`src/rtl/hcr_pkg.sv`:
```
// hcr_pkg: shared types and constants of the configuration record converter
// holds parser phases, status codes and the command passed from front to back
// no dependencies
package hcr_pkg;

  // parser phase
  typedef enum logic [3:0] {
    PH_HEAD    = 4'd0,
    PH_ATYPE   = 4'd1,
    PH_CNT_HI  = 4'd2,
    PH_CNT_LO  = 4'd3,
    PH_NLEN_HI = 4'd4,
    PH_NLEN_LO = 4'd5,
    PH_NDATA   = 4'd6,
    PH_ABSORB  = 4'd7
  } hcr_phase_e;

  // done report status
  typedef enum logic [2:0] {
    ST_OK     = 3'd0,
    ST_FORMAT = 3'd1,
    ST_TRUNC  = 3'd2,
    ST_SIZE   = 3'd3,
    ST_FULL   = 3'd4
  } hcr_status_e;

  // configuration register index
  typedef enum logic {
    CFG_INPUT_LENGTH    = 1'b0,
    CFG_OUTPUT_CAPACITY = 1'b1
  } hcr_cfg_e;

  // result kind
  localparam logic KIND_BYTE = 1'b0;
  localparam logic KIND_DONE = 1'b1;

  // header layout
  localparam int unsigned HDR_LSIZE_POS = 21;
  localparam int unsigned HDR_NARR_POS  = 22;
  localparam logic [23:0] HDR_LEN       = 24'd23;
  localparam logic [23:0] MIN_LEN       = 24'd3;
  localparam logic [1:0]  LSIZE_MASK    = 2'b11;

  // start code bytes
  localparam logic [7:0] SC_ZERO = 8'h00;
  localparam logic [7:0] SC_ONE  = 8'h01;

  // depth of the command queue between front and back
  localparam int unsigned QDEPTH = 4;

  // work for the back part caused by one input byte
  typedef struct packed {
    logic        sc;      // emit 00 00 00 01
    logic        dat;     // emit the data byte
    logic        done;    // emit a done report after the bytes
    logic [7:0]  data;
    hcr_status_e status;
    logic [23:0] total;   // output count after this byte
    logic [2:0]  lsize;
  } hcr_cmd_t;

endpackage

```
`src/rtl/hevc_config_record_to_annexb_top.sv`:
```
// hevc_config_record_to_annexb_top: configuration record to start-code stream
// joins the parser, the command queue and the result sequencer
// depends on hcr_pkg, hcr_front, hcr_queue, hcr_back
//
//   channel   direction  tdata / data                      tuser  tlast
//   s_axis    in         [7:0] data_byte                   -      -
//   m_axis    out        byte, status, total, length_size  kind   last
//   cfg       in         [23:0] register value, index 0/1  -      -
//
// one input byte is taken per cycle while the command queue has room
// the low byte of a nal length yields a done report alone, or four or five results,
// one per cycle from the output register while the receiver is ready
// the four-entry queue lets the parser run ahead during a burst
// reset clears all control state; no clearing pass is needed
module hevc_config_record_to_annexb_top #(
  parameter int unsigned LENGTH_BITS = 24
) (
  input  logic               clk_i,
  input  logic               rst_ni,
  input  logic               cfg_we_i,
  input  hcr_pkg::hcr_cfg_e  cfg_idx_i,
  input  logic [23:0]        cfg_wdata_i,
  input  logic               s_axis_tvalid_i,
  output logic               s_axis_tready_o,
  input  logic [7:0]         s_axis_tdata_i,   // [7:0] data_byte
  output logic               m_axis_tvalid_o,
  input  logic               m_axis_tready_i,
  // [7:0] out_byte, [10:8] status, [34:11] total_out, [37:35] length_size
  output logic [39:0]        m_axis_tdata_o,
  output logic               m_axis_tuser_o,   // [0] kind
  output logic               m_axis_tlast_o
);
  import hcr_pkg::*;

  logic        cmd_valid, q_not_full, head_valid, pop;
  hcr_cmd_t    cmd, head_cmd;
  logic [7:0]  o_byte;
  logic [2:0]  o_status, o_lsize;
  logic [23:0] o_total;

  hcr_front #(.LENGTH_BITS(LENGTH_BITS)) u_front (
    .clk_i       (clk_i),
    .rst_ni      (rst_ni),
    .cfg_we_i    (cfg_we_i),
    .cfg_idx_i   (cfg_idx_i),
    .cfg_wdata_i (cfg_wdata_i),
    .in_valid_i  (s_axis_tvalid_i),
    .in_data_i   (s_axis_tdata_i),
    .in_ready_o  (s_axis_tready_o),
    .cmd_valid_o (cmd_valid),
    .cmd_o       (cmd),
    .cmd_ready_i (q_not_full)
  );

  hcr_queue u_queue (
    .clk_i        (clk_i),
    .rst_ni       (rst_ni),
    .push_i       (cmd_valid),
    .push_cmd_i   (cmd),
    .not_full_o   (q_not_full),
    .head_valid_o (head_valid),
    .head_cmd_o   (head_cmd),
    .pop_i        (pop)
  );

  hcr_back #(.LENGTH_BITS(LENGTH_BITS)) u_back (
    .clk_i        (clk_i),
    .rst_ni       (rst_ni),
    .q_valid_i    (head_valid),
    .q_cmd_i      (head_cmd),
    .q_pop_o      (pop),
    .out_valid_o  (m_axis_tvalid_o),
    .out_kind_o   (m_axis_tuser_o),
    .out_byte_o   (o_byte),
    .out_status_o (o_status),
    .out_total_o  (o_total),
    .out_lsize_o  (o_lsize),
    .out_last_o   (m_axis_tlast_o),
    .out_ready_i  (m_axis_tready_i)
  );

  // pack the result fields, lowest first
  assign m_axis_tdata_o = {2'b00, o_lsize, o_total, o_status, o_byte};

endmodule

```
`src/rtl/hcr_front.sv`:
```
// hcr_front: configuration registers and the per-byte record parser
// classifies each input byte into at most one command for the back part
// depends on hcr_pkg
module hcr_front #(
  parameter int unsigned LENGTH_BITS = 24
) (
  input  logic               clk_i,
  input  logic               rst_ni,
  input  logic               cfg_we_i,
  input  hcr_pkg::hcr_cfg_e  cfg_idx_i,
  input  logic [23:0]        cfg_wdata_i,
  input  logic               in_valid_i,
  input  logic [7:0]         in_data_i,
  output logic               in_ready_o,
  output logic               cmd_valid_o,
  output hcr_pkg::hcr_cmd_t  cmd_o,
  input  logic               cmd_ready_i
);
  import hcr_pkg::*;

  localparam int unsigned W = ((LENGTH_BITS > 24) ? LENGTH_BITS : 24) + 2;

  logic [23:0]            in_len_q, cap_q;
  hcr_phase_e             phase_q, phase_d;
  logic [LENGTH_BITS-1:0] pos_q, pos_d;
  logic [7:0]             arr_q, arr_d;
  logic [15:0]            nals_q, nals_d;
  logic [7:0]             held_q, held_d;
  logic [15:0]            nleft_q, nleft_d;
  logic [LENGTH_BITS-1:0] ocnt_q, ocnt_d;
  logic [1:0]             lz_q, lz_d;
  logic [2:0]             lsize_q, lsize_d;

  logic [W-1:0] pos_n, len_w, rem, cap_w, nal_w, need_w;
  logic [7:0]   arr_cur, sa_arr, sn_arr;
  logic [15:0]  nal_cur, nal_len, sn_nals;
  logic         sa_done, sn_done;
  hcr_status_e  sa_st, sn_st;
  hcr_phase_e   sa_ph, sn_ph;
  logic         accept;
  hcr_cmd_t     cmd;

  // configuration registers
  always_ff @(posedge clk_i or negedge rst_ni) begin
    if (!rst_ni) begin
      in_len_q <= HDR_LEN;
      cap_q    <= '0;
    end else if (cfg_we_i) begin
      case (cfg_idx_i)
        CFG_INPUT_LENGTH:    in_len_q <= cfg_wdata_i;
        CFG_OUTPUT_CAPACITY: cap_q    <= cfg_wdata_i;
        default: ;
      endcase
    end
  end

  // bytes still to come after this one
  assign pos_n  = {{(W-LENGTH_BITS){1'b0}}, pos_q} + W'(1);
  assign len_w  = {{(W-24){1'b0}}, in_len_q};
  assign cap_w  = {{(W-24){1'b0}}, cap_q};
  assign rem    = (pos_n <= len_w) ? (len_w - pos_n) : '0;
  assign nal_len = {held_q, in_data_i};
  assign nal_w  = {{(W-16){1'b0}}, nal_len};
  assign need_w = {{(W-LENGTH_BITS){1'b0}}, ocnt_q} + W'(4) + nal_w;

  // outcome of opening the next array
  always_comb begin
    arr_cur = (phase_q == PH_HEAD) ? in_data_i : arr_q;
    if (arr_cur == 8'd0) begin
      sa_done = 1'b1;
      sa_st   = ST_OK;
      sa_ph   = PH_ABSORB;
    end else if (rem < W'(3)) begin
      sa_done = 1'b1;
      sa_st   = ST_TRUNC;
      sa_ph   = PH_ABSORB;
    end else begin
      sa_done = 1'b0;
      sa_st   = ST_OK;
      sa_ph   = PH_ATYPE;
    end
    sa_arr = sa_done ? arr_cur : arr_cur - 8'd1;
  end

  // outcome of opening the next nal; the array count moves only when the nals run out
  always_comb begin
    nal_cur = (phase_q == PH_CNT_LO) ? nal_len : nals_q;
    sn_nals = nal_cur;
    sn_arr  = arr_q;
    if (nal_cur == 16'd0) begin
      sn_done = sa_done;
      sn_st   = sa_st;
      sn_ph   = sa_ph;
      sn_arr  = sa_arr;
    end else if (rem < W'(2)) begin
      sn_done = 1'b1;
      sn_st   = ST_TRUNC;
      sn_ph   = PH_ABSORB;
    end else begin
      sn_done = 1'b0;
      sn_st   = ST_OK;
      sn_ph   = PH_NLEN_HI;
      sn_nals = nal_cur - 16'd1;
    end
  end

  // per-byte parse step
  always_comb begin
    phase_d = phase_q;
    pos_d   = pos_q;
    arr_d   = arr_q;
    nals_d  = nals_q;
    held_d  = held_q;
    nleft_d = nleft_q;
    ocnt_d  = ocnt_q;
    lz_d    = lz_q;
    lsize_d = lsize_q;
    cmd     = '0;
    cmd.data   = in_data_i;
    cmd.status = ST_OK;

    case (phase_q)
      PH_HEAD: begin
        if (pos_q == '0) begin
          lz_d[0] = lz_q[0] | (in_data_i == 8'd0);
          if (in_len_q <= MIN_LEN) begin
            cmd.done = 1'b1; cmd.status = ST_FORMAT; phase_d = PH_ABSORB;
          end
        end else if (pos_q == LENGTH_BITS'(1)) begin
          lz_d[1] = lz_q[1] | (in_data_i == 8'd0);
        end else if (pos_q == LENGTH_BITS'(2)) begin
          if (lz_q == 2'b11 && in_data_i <= 8'd1) begin
            cmd.done = 1'b1; cmd.status = ST_FORMAT; phase_d = PH_ABSORB;
          end else if (in_len_q < HDR_LEN) begin
            cmd.done = 1'b1; cmd.status = ST_TRUNC; phase_d = PH_ABSORB;
          end
        end else if (pos_q == LENGTH_BITS'(HDR_LSIZE_POS)) begin
          lsize_d = {1'b0, in_data_i[1:0] & LSIZE_MASK} + 3'd1;
        end else if (pos_q == LENGTH_BITS'(HDR_NARR_POS)) begin
          arr_d      = sa_arr;
          phase_d    = sa_ph;
          cmd.done   = sa_done;
          cmd.status = sa_st;
        end
      end
      PH_ATYPE: phase_d = PH_CNT_HI;
      PH_CNT_HI: begin
        held_d  = in_data_i;
        phase_d = PH_CNT_LO;
      end
      PH_CNT_LO: begin
        nals_d     = sn_nals;
        arr_d      = sn_arr;
        phase_d    = sn_ph;
        cmd.done   = sn_done;
        cmd.status = sn_st;
      end
      PH_NLEN_HI: begin
        held_d  = in_data_i;
        phase_d = PH_NLEN_LO;
      end
      PH_NLEN_LO: begin
        if (nal_w > rem) begin
          cmd.done = 1'b1; cmd.status = ST_SIZE; phase_d = PH_ABSORB;
        end else if (need_w > cap_w) begin
          cmd.done = 1'b1; cmd.status = ST_FULL; phase_d = PH_ABSORB;
        end else begin
          cmd.sc  = 1'b1;
          ocnt_d  = ocnt_q + LENGTH_BITS'(4);
          nleft_d = nal_len;
          if (nal_len == 16'd0) begin
            nals_d     = sn_nals;
            arr_d      = sn_arr;
            phase_d    = sn_ph;
            cmd.done   = sn_done;
            cmd.status = sn_st;
          end else begin
            phase_d = PH_NDATA;
          end
        end
      end
      PH_NDATA: begin
        cmd.dat = 1'b1;
        ocnt_d  = ocnt_q + LENGTH_BITS'(1);
        nleft_d = (nleft_q != 16'd0) ? nleft_q - 16'd1 : nleft_q;
        if (nleft_d == 16'd0) begin
          nals_d     = sn_nals;
          arr_d      = sn_arr;
          phase_d    = sn_ph;
          cmd.done   = sn_done;
          cmd.status = sn_st;
        end
      end
      PH_ABSORB: ;
      default: phase_d = PH_ABSORB;
    endcase

    cmd.total = 24'(ocnt_d);
    cmd.lsize = lsize_d;

    // record end: report a cut-short record, then restart
    if (pos_n >= len_w) begin
      if (phase_d != PH_ABSORB) begin
        cmd.done   = 1'b1;
        cmd.status = ST_TRUNC;
      end
      phase_d = PH_HEAD;
      pos_d   = '0;
      arr_d   = '0;
      nals_d  = '0;
      held_d  = '0;
      nleft_d = '0;
      ocnt_d  = '0;
      lz_d    = '0;
      lsize_d = '0;
    end else begin
      pos_d = pos_q + LENGTH_BITS'(1);
    end
  end

  assign accept      = in_valid_i && cmd_ready_i;
  assign in_ready_o  = cmd_ready_i;
  assign cmd_valid_o = accept && (cmd.sc || cmd.dat || cmd.done);
  assign cmd_o       = cmd;

  // parser state
  always_ff @(posedge clk_i or negedge rst_ni) begin
    if (!rst_ni) begin
      phase_q <= PH_HEAD;
      pos_q   <= '0;
      arr_q   <= '0;
      nals_q  <= '0;
      held_q  <= '0;
      nleft_q <= '0;
      ocnt_q  <= '0;
      lz_q    <= '0;
      lsize_q <= '0;
    end else if (accept) begin
      phase_q <= phase_d;
      pos_q   <= pos_d;
      arr_q   <= arr_d;
      nals_q  <= nals_d;
      held_q  <= held_d;
      nleft_q <= nleft_d;
      ocnt_q  <= ocnt_d;
      lz_q    <= lz_d;
      lsize_q <= lsize_d;
    end
  end

  // start code and data byte never come from the same input byte
  a_sc_xor_dat: assert property (@(posedge clk_i) disable iff (!rst_ni)
    cmd_valid_o |-> !(cmd_o.sc && cmd_o.dat))
    else $error("start code and data byte in one command");

  // a done report leaves the parser absorbing or restarted
  a_done_absorb: assert property (@(posedge clk_i) disable iff (!rst_ni)
    (cmd_valid_o && cmd_o.done) |=> (phase_q == PH_ABSORB || phase_q == PH_HEAD))
    else $error("parser still active after done report");

endmodule

```
`src/rtl/hcr_queue.sv`:
```
// hcr_queue: short command queue between parser and result sequencer
// lets the parser keep taking bytes while a start code burst drains
// depends on hcr_pkg
module hcr_queue (
  input  logic              clk_i,
  input  logic              rst_ni,
  input  logic              push_i,
  input  hcr_pkg::hcr_cmd_t push_cmd_i,
  output logic              not_full_o,
  output logic              head_valid_o,
  output hcr_pkg::hcr_cmd_t head_cmd_o,
  input  logic              pop_i
);
  import hcr_pkg::*;

  localparam int unsigned PW = $clog2(QDEPTH);

  hcr_cmd_t        mem_q [QDEPTH];
  logic [PW-1:0]   wr_q, rd_q;
  logic [PW:0]     cnt_q, cnt_d;
  logic            do_push, do_pop;

  assign not_full_o   = (cnt_q != (PW+1)'(QDEPTH));
  assign head_valid_o = (cnt_q != '0);
  assign head_cmd_o   = mem_q[rd_q];
  assign do_push      = push_i && not_full_o;
  assign do_pop       = pop_i && head_valid_o;

  // occupancy
  always_comb begin
    cnt_d = cnt_q;
    if (do_push && !do_pop) cnt_d = cnt_q + (PW+1)'(1);
    else if (do_pop && !do_push) cnt_d = cnt_q - (PW+1)'(1);
  end

  // pointers and count
  always_ff @(posedge clk_i or negedge rst_ni) begin
    if (!rst_ni) begin
      wr_q  <= '0;
      rd_q  <= '0;
      cnt_q <= '0;
    end else begin
      cnt_q <= cnt_d;
      if (do_push) wr_q <= wr_q + PW'(1);
      if (do_pop)  rd_q <= rd_q + PW'(1);
    end
  end

  // entry storage
  always_ff @(posedge clk_i) begin
    if (do_push) mem_q[wr_q] <= push_cmd_i;
  end

  // occupancy stays within depth
  a_cnt_range: assert property (@(posedge clk_i) disable iff (!rst_ni)
    cnt_q <= (PW+1)'(QDEPTH))
    else $error("command queue overflow");

endmodule

```
`src/rtl/hcr_back.sv`:
```
// hcr_back: expands queued commands into result transfers, one per cycle
// while the output is accepted, and drives the registered output stream
// depends on hcr_pkg
module hcr_back #(
  parameter int unsigned LENGTH_BITS = 24
) (
  input  logic              clk_i,
  input  logic              rst_ni,
  input  logic              q_valid_i,
  input  hcr_pkg::hcr_cmd_t q_cmd_i,
  output logic              q_pop_o,
  output logic              out_valid_o,
  output logic              out_kind_o,
  output logic [7:0]        out_byte_o,
  output logic [2:0]        out_status_o,
  output logic [23:0]       out_total_o,
  output logic [2:0]        out_lsize_o,
  output logic              out_last_o,
  input  logic              out_ready_i
);
  import hcr_pkg::*;

  localparam int unsigned OW = (LENGTH_BITS < 24) ? LENGTH_BITS : 24;
  localparam logic [23:0] TOT_MASK = 24'((64'd1 << OW) - 64'd1);

  logic [2:0]  sub_q, sub_d;
  logic [2:0]  n_res, offs;
  logic        load, is_last;
  logic        valid_q, kind_q, last_q;
  logic [7:0]  byte_q;
  logic [2:0]  status_q, lsize_q;
  logic [23:0] total_q;
  logic        kind_d;
  logic [7:0]  byte_d;
  logic [2:0]  status_d;
  logic [23:0] total_d;

  assign n_res   = (q_cmd_i.sc ? 3'd4 : 3'd0) + {2'b0, q_cmd_i.dat} + {2'b0, q_cmd_i.done};
  assign load    = q_valid_i && (!valid_q || out_ready_i);
  assign is_last = (sub_q == n_res - 3'd1);
  assign q_pop_o = load && is_last;
  assign offs    = 3'd3 - sub_q;

  // select the result at the current position of the command
  always_comb begin
    kind_d   = KIND_DONE;
    byte_d   = 8'h00;
    status_d = q_cmd_i.status;
    total_d  = q_cmd_i.total;
    if (q_cmd_i.sc && sub_q < 3'd4) begin
      kind_d   = KIND_BYTE;
      byte_d   = (sub_q == 3'd3) ? SC_ONE : SC_ZERO;
      status_d = ST_OK;
      total_d  = (q_cmd_i.total - {21'd0, offs}) & TOT_MASK;
    end else if (q_cmd_i.dat && sub_q == 3'd0) begin
      kind_d   = KIND_BYTE;
      byte_d   = q_cmd_i.data;
      status_d = ST_OK;
    end
  end

  always_comb begin
    sub_d = sub_q;
    if (load) sub_d = is_last ? 3'd0 : sub_q + 3'd1;
  end

  // control
  always_ff @(posedge clk_i or negedge rst_ni) begin
    if (!rst_ni) begin
      sub_q   <= '0;
      valid_q <= 1'b0;
    end else begin
      sub_q <= sub_d;
      if (load) valid_q <= 1'b1;
      else if (out_ready_i) valid_q <= 1'b0;
    end
  end

  // output payload
  always_ff @(posedge clk_i) begin
    if (load) begin
      kind_q   <= kind_d;
      byte_q   <= byte_d;
      status_q <= status_d;
      total_q  <= total_d;
      lsize_q  <= q_cmd_i.lsize;
      last_q   <= is_last;
    end
  end

  assign out_valid_o  = valid_q;
  assign out_kind_o   = kind_q;
  assign out_byte_o   = byte_q;
  assign out_status_o = status_q;
  assign out_total_o  = total_q;
  assign out_lsize_o  = lsize_q;
  assign out_last_o   = last_q;

  // a partly sent command stays at the queue head
  a_sub_head: assert property (@(posedge clk_i) disable iff (!rst_ni)
    (sub_q != 3'd0) |-> q_valid_i)
    else $error("command left the queue mid-burst");

  // a done report always closes its byte
  a_done_last: assert property (@(posedge clk_i) disable iff (!rst_ni)
    (valid_q && kind_q == KIND_DONE) |-> last_q)
    else $error("done report not marked last");

endmodule

```
`config.mk`:
```
export PLATFORM = sky130hd
export DESIGN_NAME = hevc_config_record_to_annexb_top
export DESIGN_NICKNAME = d
export VERILOG_FILES = /design/src/rtl/hcr_pkg.sv /design/src/rtl/hevc_config_record_to_annexb_top.sv /design/src/rtl/hcr_front.sv /design/src/rtl/hcr_queue.sv /design/src/rtl/hcr_back.sv
export SDC_FILE = /design/constraint.sdc
export NUM_CORES = 1
export LEC_CHECK = 0
export BUFFER_PORTS_ARGS = -buffer_cell sky130_fd_sc_hd__buf_2
export CORE_MARGIN = 2
export CORE_UTILIZATION = 63
export CTS_CLUSTER_SIZE = 14
export DETAILED_ROUTE_END_ITERATION = 7
export GPL_TIMING_DRIVEN = 0
export PLACE_DENSITY = 0.81
export SYNTH_ARGS = -nofsm -noshare
export SYNTH_HDL_FRONTEND = slang
export SYNTH_SLANG_ARGS = --single-unit
```
`constraint.sdc`:
```
create_clock -name clk_i -period 9.96 [get_ports clk_i]
set_input_delay 0.498 -clock clk_i [delete_from_list [all_inputs] [get_ports clk_i]]
set_output_delay 0.498 -clock clk_i [all_outputs]
set_load 0.005 [all_outputs]
```
Yosys cells after proc, flatten, opt, wreduce, memory -nomap -nowiden
Memory sizes are Yosys's and may differ from the RTL's.
Index checks and enable logic that the tools add are counted.
Storage, ports and cells
  flip-flop bits (word level): 204
  memory bits (writable): 164
  bits of input ports: 38
  word-level logic and storage cells: 250
  memories kept: 1
Memory list
  u_queue.mem_q: depth 4, width 41, rd ports 1, clocked after memory_dff 0, write ports 1, line hcr_queue.sv:18  | hcr_cmd_t mem_q [QDEPTH];
Cells by class
  add/sub/neg operators: 21
  magnitude comparators: 10
  eq/ne operators: 26
  mux-type cells: 120
  bitwise operators: 3
  reduce and logical (&&, ||, !) cells: 46
Operators by type and width (count)
  $mux W16: 12
  $mux W8: 17
  $mux W24: 5
  $mux W3: 25
  $mux W4: 15
  $lt A26 B2 Y1 const B: 2
  $add A24 B1 Y24 const B: 2
  $eq A24 B5 Y1 const B: 2
  $logic_not A16 Y1: 3
  $pmux W16 S3: 1
  $pmux W24 S2: 1
  $mux W1: 32
  $pmux W16 S2: 1
  $pmux W4 S8: 1
  $pmux W8 S4: 1
  $sub A16 B1 Y16 const B: 2
  $add A26 B16 Y26: 1
  $ge A26 B24 Y1: 1
  $gt A16 B26 Y1: 1
  $gt A26 B24 Y1: 1
  $le A26 B24 Y1: 1
  $mux W26: 1
  $sub A24 B26 Y26: 1
  $add A24 B1 Y25 const B: 1
  49 further kinds: 96

Longest topological paths before layout
  depth in word-level cells: 22
  gate-level depth with buffers: 38

Hierarchy
Synthesis repeated with hierarchy kept, for this count alone.
Unflattened totals
  cells, all modules: 2116
  area, all modules: 22390.2 um^2
Modules (own cells, without submodules)
  hcr_front: instances 1, cells an instance 1691, area an instance 13832.0 um^2, sequential area each 3833.7 um^2
  hcr_queue: instances 1, cells an instance 250, area an instance 6381.1 um^2, sequential area each 5099.9 um^2
  hcr_back: instances 1, cells an instance 172, area an instance 2158.3 um^2, sequential area each 1301.2 um^2
  hevc_config_record_to_annexb_top: instances 1, cells an instance 3, area an instance 18.8 um^2, sequential area each 0.0 um^2

Worst setup path after synthesis
No wires, ideal clock.
  path type: reg-to-reg
  start point: register u_front.pos_q[0]
  end point: memory u_queue.mem_q[0][0] (netlist bit), enable pin
  data arrival time: 7.865 ns
  data required time: 9.558 ns
  path slack: 1.692 ns
  stages on the path, launching flop included: 31
  buffers on the path: 2
  cell sequence: dfrtp_1 > ha_1 > nand3_1 > nor2_1 > and3_1 > and3_1 > clkbuf_1 > nor2b_1 > nand3_1 > nor2_1 > xnor2_1 > ha_1 > clkbuf_1 > a31oi_1 > o21ai_0 > o21ai_0 > a21bo_2 > inv_1 > or3_1 > ha_1 > a2111oi_0 > o21ai_0 > o221a_2 > a2111oi_0 > nor2_1 > a211oi_2 > nand3_1 > a211oi_1 > o31ai_4 > a21oi_2 > and2_1
Between the ends
  longest elaborated chain between the ends: 20
RTL lines
  from (decl): line hcr_front.sv:25  | logic [LENGTH_BITS-1:0] pos_q, pos_d;
  from (signal assigned): line hcr_front.sv:240  | pos_q <= pos_d;
  $add A24 B1 Y25: line hcr_front.sv:58  | assign pos_n = {{(W-LENGTH_BITS){1'b0}}, pos_q} + W'(1);
  $sub A24 B26 Y26 or $le A26 B24 Y1 (tied branches): line hcr_front.sv:61  | assign rem = (pos_n <= len_w) ? (len_w - pos_n) : '0;
  $mux W26: line hcr_front.sv:61
  $lt A26 B2 Y1: line hcr_front.sv:73  | end else if (rem < W'(3)) begin
  $mux W3: line hcr_front.sv:73
  $mux W4: line hcr_front.sv:69  | if (arr_cur == 8'd0) begin
  $mux W4: line hcr_front.sv:139  | end else if (pos_q == LENGTH_BITS'(HDR_NARR_POS)) begin
  $mux W4: line hcr_front.sv:137  | end else if (pos_q == LENGTH_BITS'(HDR_LSIZE_POS)) begin
  [... 5 more ...]
  $mux W1: line hcr_front.sv:203  | if (phase_d != PH_ABSORB) begin
  $mux W1: line hcr_front.sv:202  | if (pos_n >= len_w) begin
  $logic_or A1 B1 Y1 (*): line hcr_front.sv:223  | assign cmd_valid_o = accept && (cmd.sc || cmd.dat || cmd.done);
  $logic_and A1 B1 Y1 (*): line hcr_front.sv:223
  $logic_and A1 B1 Y1 (*): line hcr_queue.sv:26  | assign do_push = push_i && not_full_o;
  via u_queue.do_push: line hcr_queue.sv:21  | logic do_push, do_pop;
  $mux W1 (*): line hcr_queue.sv:51  | if (do_push) mem_q[wr_q] <= push_cmd_i;
  $mux W1 (implied by the code) (*): line hcr_queue.sv:51
  to (decl): line hcr_queue.sv:18
Mark *: on every way through the listed nets, which the timed path passes. The rest lies on a longest branch.

Worst setup path after layout
  start point: register u_front.pos_q[0]
  end point: register u_queue.cnt_q[2]
Between the ends
  longest elaborated chain between the ends: 21
RTL lines
  $add A24 B1 Y25: line hcr_front.sv:58
  $sub A24 B26 Y26 or $le A26 B24 Y1 (tied branches): line hcr_front.sv:61
  $mux W26: line hcr_front.sv:61
  $lt A26 B2 Y1: line hcr_front.sv:73
  $mux W3: line hcr_front.sv:73
  $mux W4: line hcr_front.sv:69
  $mux W4: line hcr_front.sv:139
  $mux W4: line hcr_front.sv:137
  [... 6 more ...]
  $mux W1: line hcr_front.sv:202
  $logic_or A1 B1 Y1 (*): line hcr_front.sv:223
  $logic_and A1 B1 Y1 (*): line hcr_front.sv:223
  $logic_and A1 B1 Y1 (*): line hcr_queue.sv:26
  via u_queue.do_push: line hcr_queue.sv:21
  $logic_not A1 Y1: line hcr_queue.sv:33  | else if (do_pop && !do_push) cnt_d = cnt_q - (PW+1)'(1);
  $logic_and A1 B1 Y1: line hcr_queue.sv:33
  $reduce_bool A2 Y1 (no line)
  to (signal assigned): line hcr_queue.sv:43  | cnt_q <= cnt_d;
  to (decl): line hcr_queue.sv:20  | logic [PW:0] cnt_q, cnt_d;
Marked as above.
A chain may end at the register's enable or synchronous reset.

==> summary.md <==
| Metric | Value |
|---|---|
| Reg2reg start | u_front.pos_q[0] |
| Endpoint, Worst Hold | u_back.out_valid_o |
| Final period util | between 90% and 100% |
| Max-Slew Margin vs Limit | between 20 and 25% |
| Reg-to-Reg End | u_queue.cnt_q[2] |
| DRT Pass-1 Iters | 6 |
| Xor/xnor share of the synthesized area | roughly 5.4% |
| Die Span Y | between 150 and 200 µm |
| DP HPWL | approximately 45 mm |
| Num CTS Buffers | 39 |
| Iteration-0 DRC Markers | 1,870 |
| Place WS | -279 ps |
| Synthesized flop and latch total | ~370 |
| Fin nets | 2,362 |
| Post-Synth Simple-Gate Area | 15.5% |
| R2R Setup Slk | between 400 and 500 ps |
| Via/cell ratio | 6.69 |
| Buf/Inv on CP | 5 |
| Predominant post-synthesis flop cell | edfxtp_1 |
| Logic pwr share | approximately 41% |
| Core area | roughly 34,000 µm² |
| Worst Max-Slew Pin Slew | about 1200 ps |
| Sequential fraction of the synthesis area | a little under half |
| Fin Setup TNS | 0 ps |
| Cell accounting for the most synthesized area | edfxtp_1 |
| Pins over their slew limit | 0 |
| Commonest cells after routing, fill and taps aside | edfxtp_1, nand2_1, dfrtp_1 |
| Post-synth top area share | between 20% and 30% |
| Diodes inserted | 0 |
| Synth warnings | 0 |
| Final Power | 6.45 mW |
| Die Width | around 190 µm |
| CP max stage delay | roughly 450 ps |
| Class of the worst hold path | input port to register |
| Clock power share | ~23% |
| Io pins | between 80 and 90 |
| Layout filler cell count | about 2.5k |
| Worst Setup Path Type | register to register |
| DP Area | ~23,000 µm² |
| CTS tree | yes |
| # port buffers | between 70 and 80 |
| Initial antenna violation count | 0 |
| Full die area | 36,300 µm² |
| Netlist cell types | 95 |
| Final setup margin | approximately 440 ps |
| Status | finished clean |
| Adder-Cell Fraction of Synth Area | under 10% |
| Final setup fails | 0 |
| Levels on crit path | 37 |
| Dominant cells by area after synthesis | edfxtp_1, dfrtp_1, ha_1 |
| Overflow after GRT | 0 |
| Final wirelength | about 65 mm |
| Row cnt | just under 70 |
| CP required | between 10,000 and 15,000 ps |
| Switching share of power | ~40% |
| Largest vdd supply drop | between 150 and 200 µV |
| Placed insts | between 2k and 3k |
| CP Max Fanout | 8 |
| Clk Tree Root Cell | clkbuf_16 |
| Pint | roughly 3.9 mW |
| WHS Path Cells | 2 |
| Hold slack | 173 ps |
| Commonest non-fill, non-tap cell in the layout | edfxtp_1 |
| CP startpoint kind | register |
| Compound-cell area share of the yosys netlist | approximately 15% |
| Number of hold violations in the final report | 0 |
| Worst Setup End Kind | register |
| Final Util | 71.1% |
| Syn Area/Cell | 10.5 µm² |
| Initial core utilization | a little under two thirds |
| Vias in the first global route | 17.7k |
| FMAX | between 0.1 and 0.15 GHz |
| Non-Filler Instances | between 2k and 3k |
| Final GP Congestion | 0.960 |
| Fraction of layout cells with a size suffix above 1 | a little over an eighth |
| First-pass GRT wire length | 100 mm |
| Fin area | 24,400 µm² |
| Maximum clock path buffer count | 3 |
| Critical path's slowest cell | dfrtp_1 |
| Largest net degree at the start of global routing | between 80 and 90 |
| Crit path arrival time | roughly 10000 ps |
| NetSw | between 2 and 3 mW |
| Worst clock skew | between 20 and 30 ps |
| DRC viols | 0 |
| Layout area overhead | 11.6% |
| Worst reg2reg path depth | 37 |
| Static leakage | roughly 9.6 nW |
| CP top delay family | simple AND/OR/NAND/NOR gates |
| CTS H-tree depth | 2 |
| Tot GR Track Use | a little over a third |
| Routed wire per std cell | between 20 and 25 µm |
| EDFF count, synth | 204 |
| Main combinational cell family by area after synthesis | simple AND/OR/NAND/NOR gates |
| Maximum capacitance violations | 0 |
| Clock transition at path regs | 60 ps |
| Sequential power share | 35.4% |
| Clock Latency Late Sink | around 560 ps |
| Min Tclk post-route | between 9000 and 10,000 ps |
| Remaining antenna violation count after routing | 0 |
| Asr flop ratio synth | between 40% and 50% |
| Mapped Area | 21,900 µm² |
| Worst Hold Launch | m_axis_tready_i |
| Mux cell area share after synthesis | under 10% |
| Routed via count | 18.1k |
| PD cells | about 260 nW/µm² |
| Mapped Cells | about 2.1k |
| Sink Count | 368 |
-- worst max-delay path by stage --
stage,from,endpoint
global route,u_front.pos_q[2],u_queue.cnt_q[2]
finish,u_front.pos_q[0],u_queue.cnt_q[2]
floorplan,u_front.pos_q[0],u_queue.mem_q[0][0]
detailed placement,u_front.pos_q[0],u_queue.cnt_q[2]
CTS,u_front.pos_q[0],u_queue.cnt_q[2]
global placement,u_front.pos_q[0],u_queue.mem_q[1][22]
-- cells in the mapped netlist (5+ instances only) --
library cell / count
o21bai_1: 7
inv_1: 75
a22o_1: 27
buf_1: 10
a2111oi_0: 6
o31ai_1: 30
a221oi_1: 6
clkbuf_1: 91
nand4_1: 39
o21a_1: 16
mux2i_1: 19
nor3_1: 55
nor2b_1: 20
nor4_1: 26
a211oi_1: 12
and4_1: 10
xor2_1: 45
or3_1: 22
ha_1: 104
a21oi_1: 99
o22ai_1: 6
xnor2_1: 91
and3_1: 30
or4_1: 11
edfxtp_1: 204
o211ai_1: 12
nor2_1: 135
mux2_2: 54
mux4_2: 41
nand3_1: 65
nand2b_1: 16
dfrtp_1: 160
a31oi_1: 16
a22oi_1: 6
nand2_1: 203
or2_2: 6
o21ai_0: 149
a211o_1: 5
a21o_1: 26
and2_1: 15
-- sequential cells by signal, summed over array words and instances (netlist names) --
name,cells
u_front.arr_q,8
u_front.nleft_q,16
u_front.ocnt_q,24
u_back.sub_q,3
u_back.out_last_o,1
u_queue.mem_q,164
u_front.lsize_q,3
u_back.out_lsize_o,3
u_back.out_total_o,24
u_front.phase_q,4
u_front.lz_q,2
u_back.out_status_o,3
u_front.nals_q,16
u_front.held_q,8
u_back.out_kind_o,1
u_front.in_len_q,24
u_queue.cnt_q,3
u_queue.wr_q,2
u_front.pos_q,24
u_back.out_valid_o,1
u_front.cap_q,24
u_queue.rd_q,2
u_back.out_byte_o,8
-- worst reg2reg max path: cells and delay by family (launching register included) --
family | cells | cell delay (ps)
adder cells (fa/ha/maj) | 5 | 1490
flip-flops | 1 | 450
AO/OA/AOI/OAI | 10 | 2780
AND/OR/NAND/NOR | 14 | 3150
buffers and inverters | 5 | 1000
XOR/XNOR | 3 | 550
-- cell type report --
type                       count  area [µm²]  share of cell area [%]
sequential                   368       10200                    41.9
multi-input combinational   1532       11000                    45.0
buffer                       110         450                    1.84
clock buffer                  55        1150                    4.69
timing repair buffer          89         588                    2.41
tap                          455         569                    2.33
clock inverter                16         166                   0.681
inverter                      76         285                    1.17
-- power by group through the flow --
stage	Sequential [mW]	Clock, mW	Combinational [mW]
detailed placement	2.29	0	2.55
global route	2.31	1.56	2.90
global placement	2.28	0	2.41
CTS	2.27	1.50	2.61
finish	2.28	1.50	2.67
floorplan	2.21	0	1.81
-- kinds of logic after synthesis --
kind of cell               Yosys count
and+or+nand+nor                    682
adders and majority gates          109
buffers and inverters              186
xor gates and xnor gates           136
other                                1
AOI/OAI and AO/OA                  489
muxes                              114
DFF                                368
-- what timing repair did --
item / in CTS / in global routing
hold buffers: 1 / 0
buffers inserted: 0 / 3
resized for setup: 4 / 9
setup endpoints to repair: 129 / 194
hold endpoints to repair: 54 / 0
pin swaps: 0 / 1
-- metal layers --
layer | routed length, µm | vias to the layer above | track usage, %
met4 | 2680 | 0 | 14.5
met5 | 0 | - | 0
met1 | 25500 | 8845 | 46.6
met2 | 31000 | 973 | 59.5
met3 | 5590 | 200 | 7.18
li1 | - | 8048 | -
Note: power is estimated with default switching activity, not from simulation.
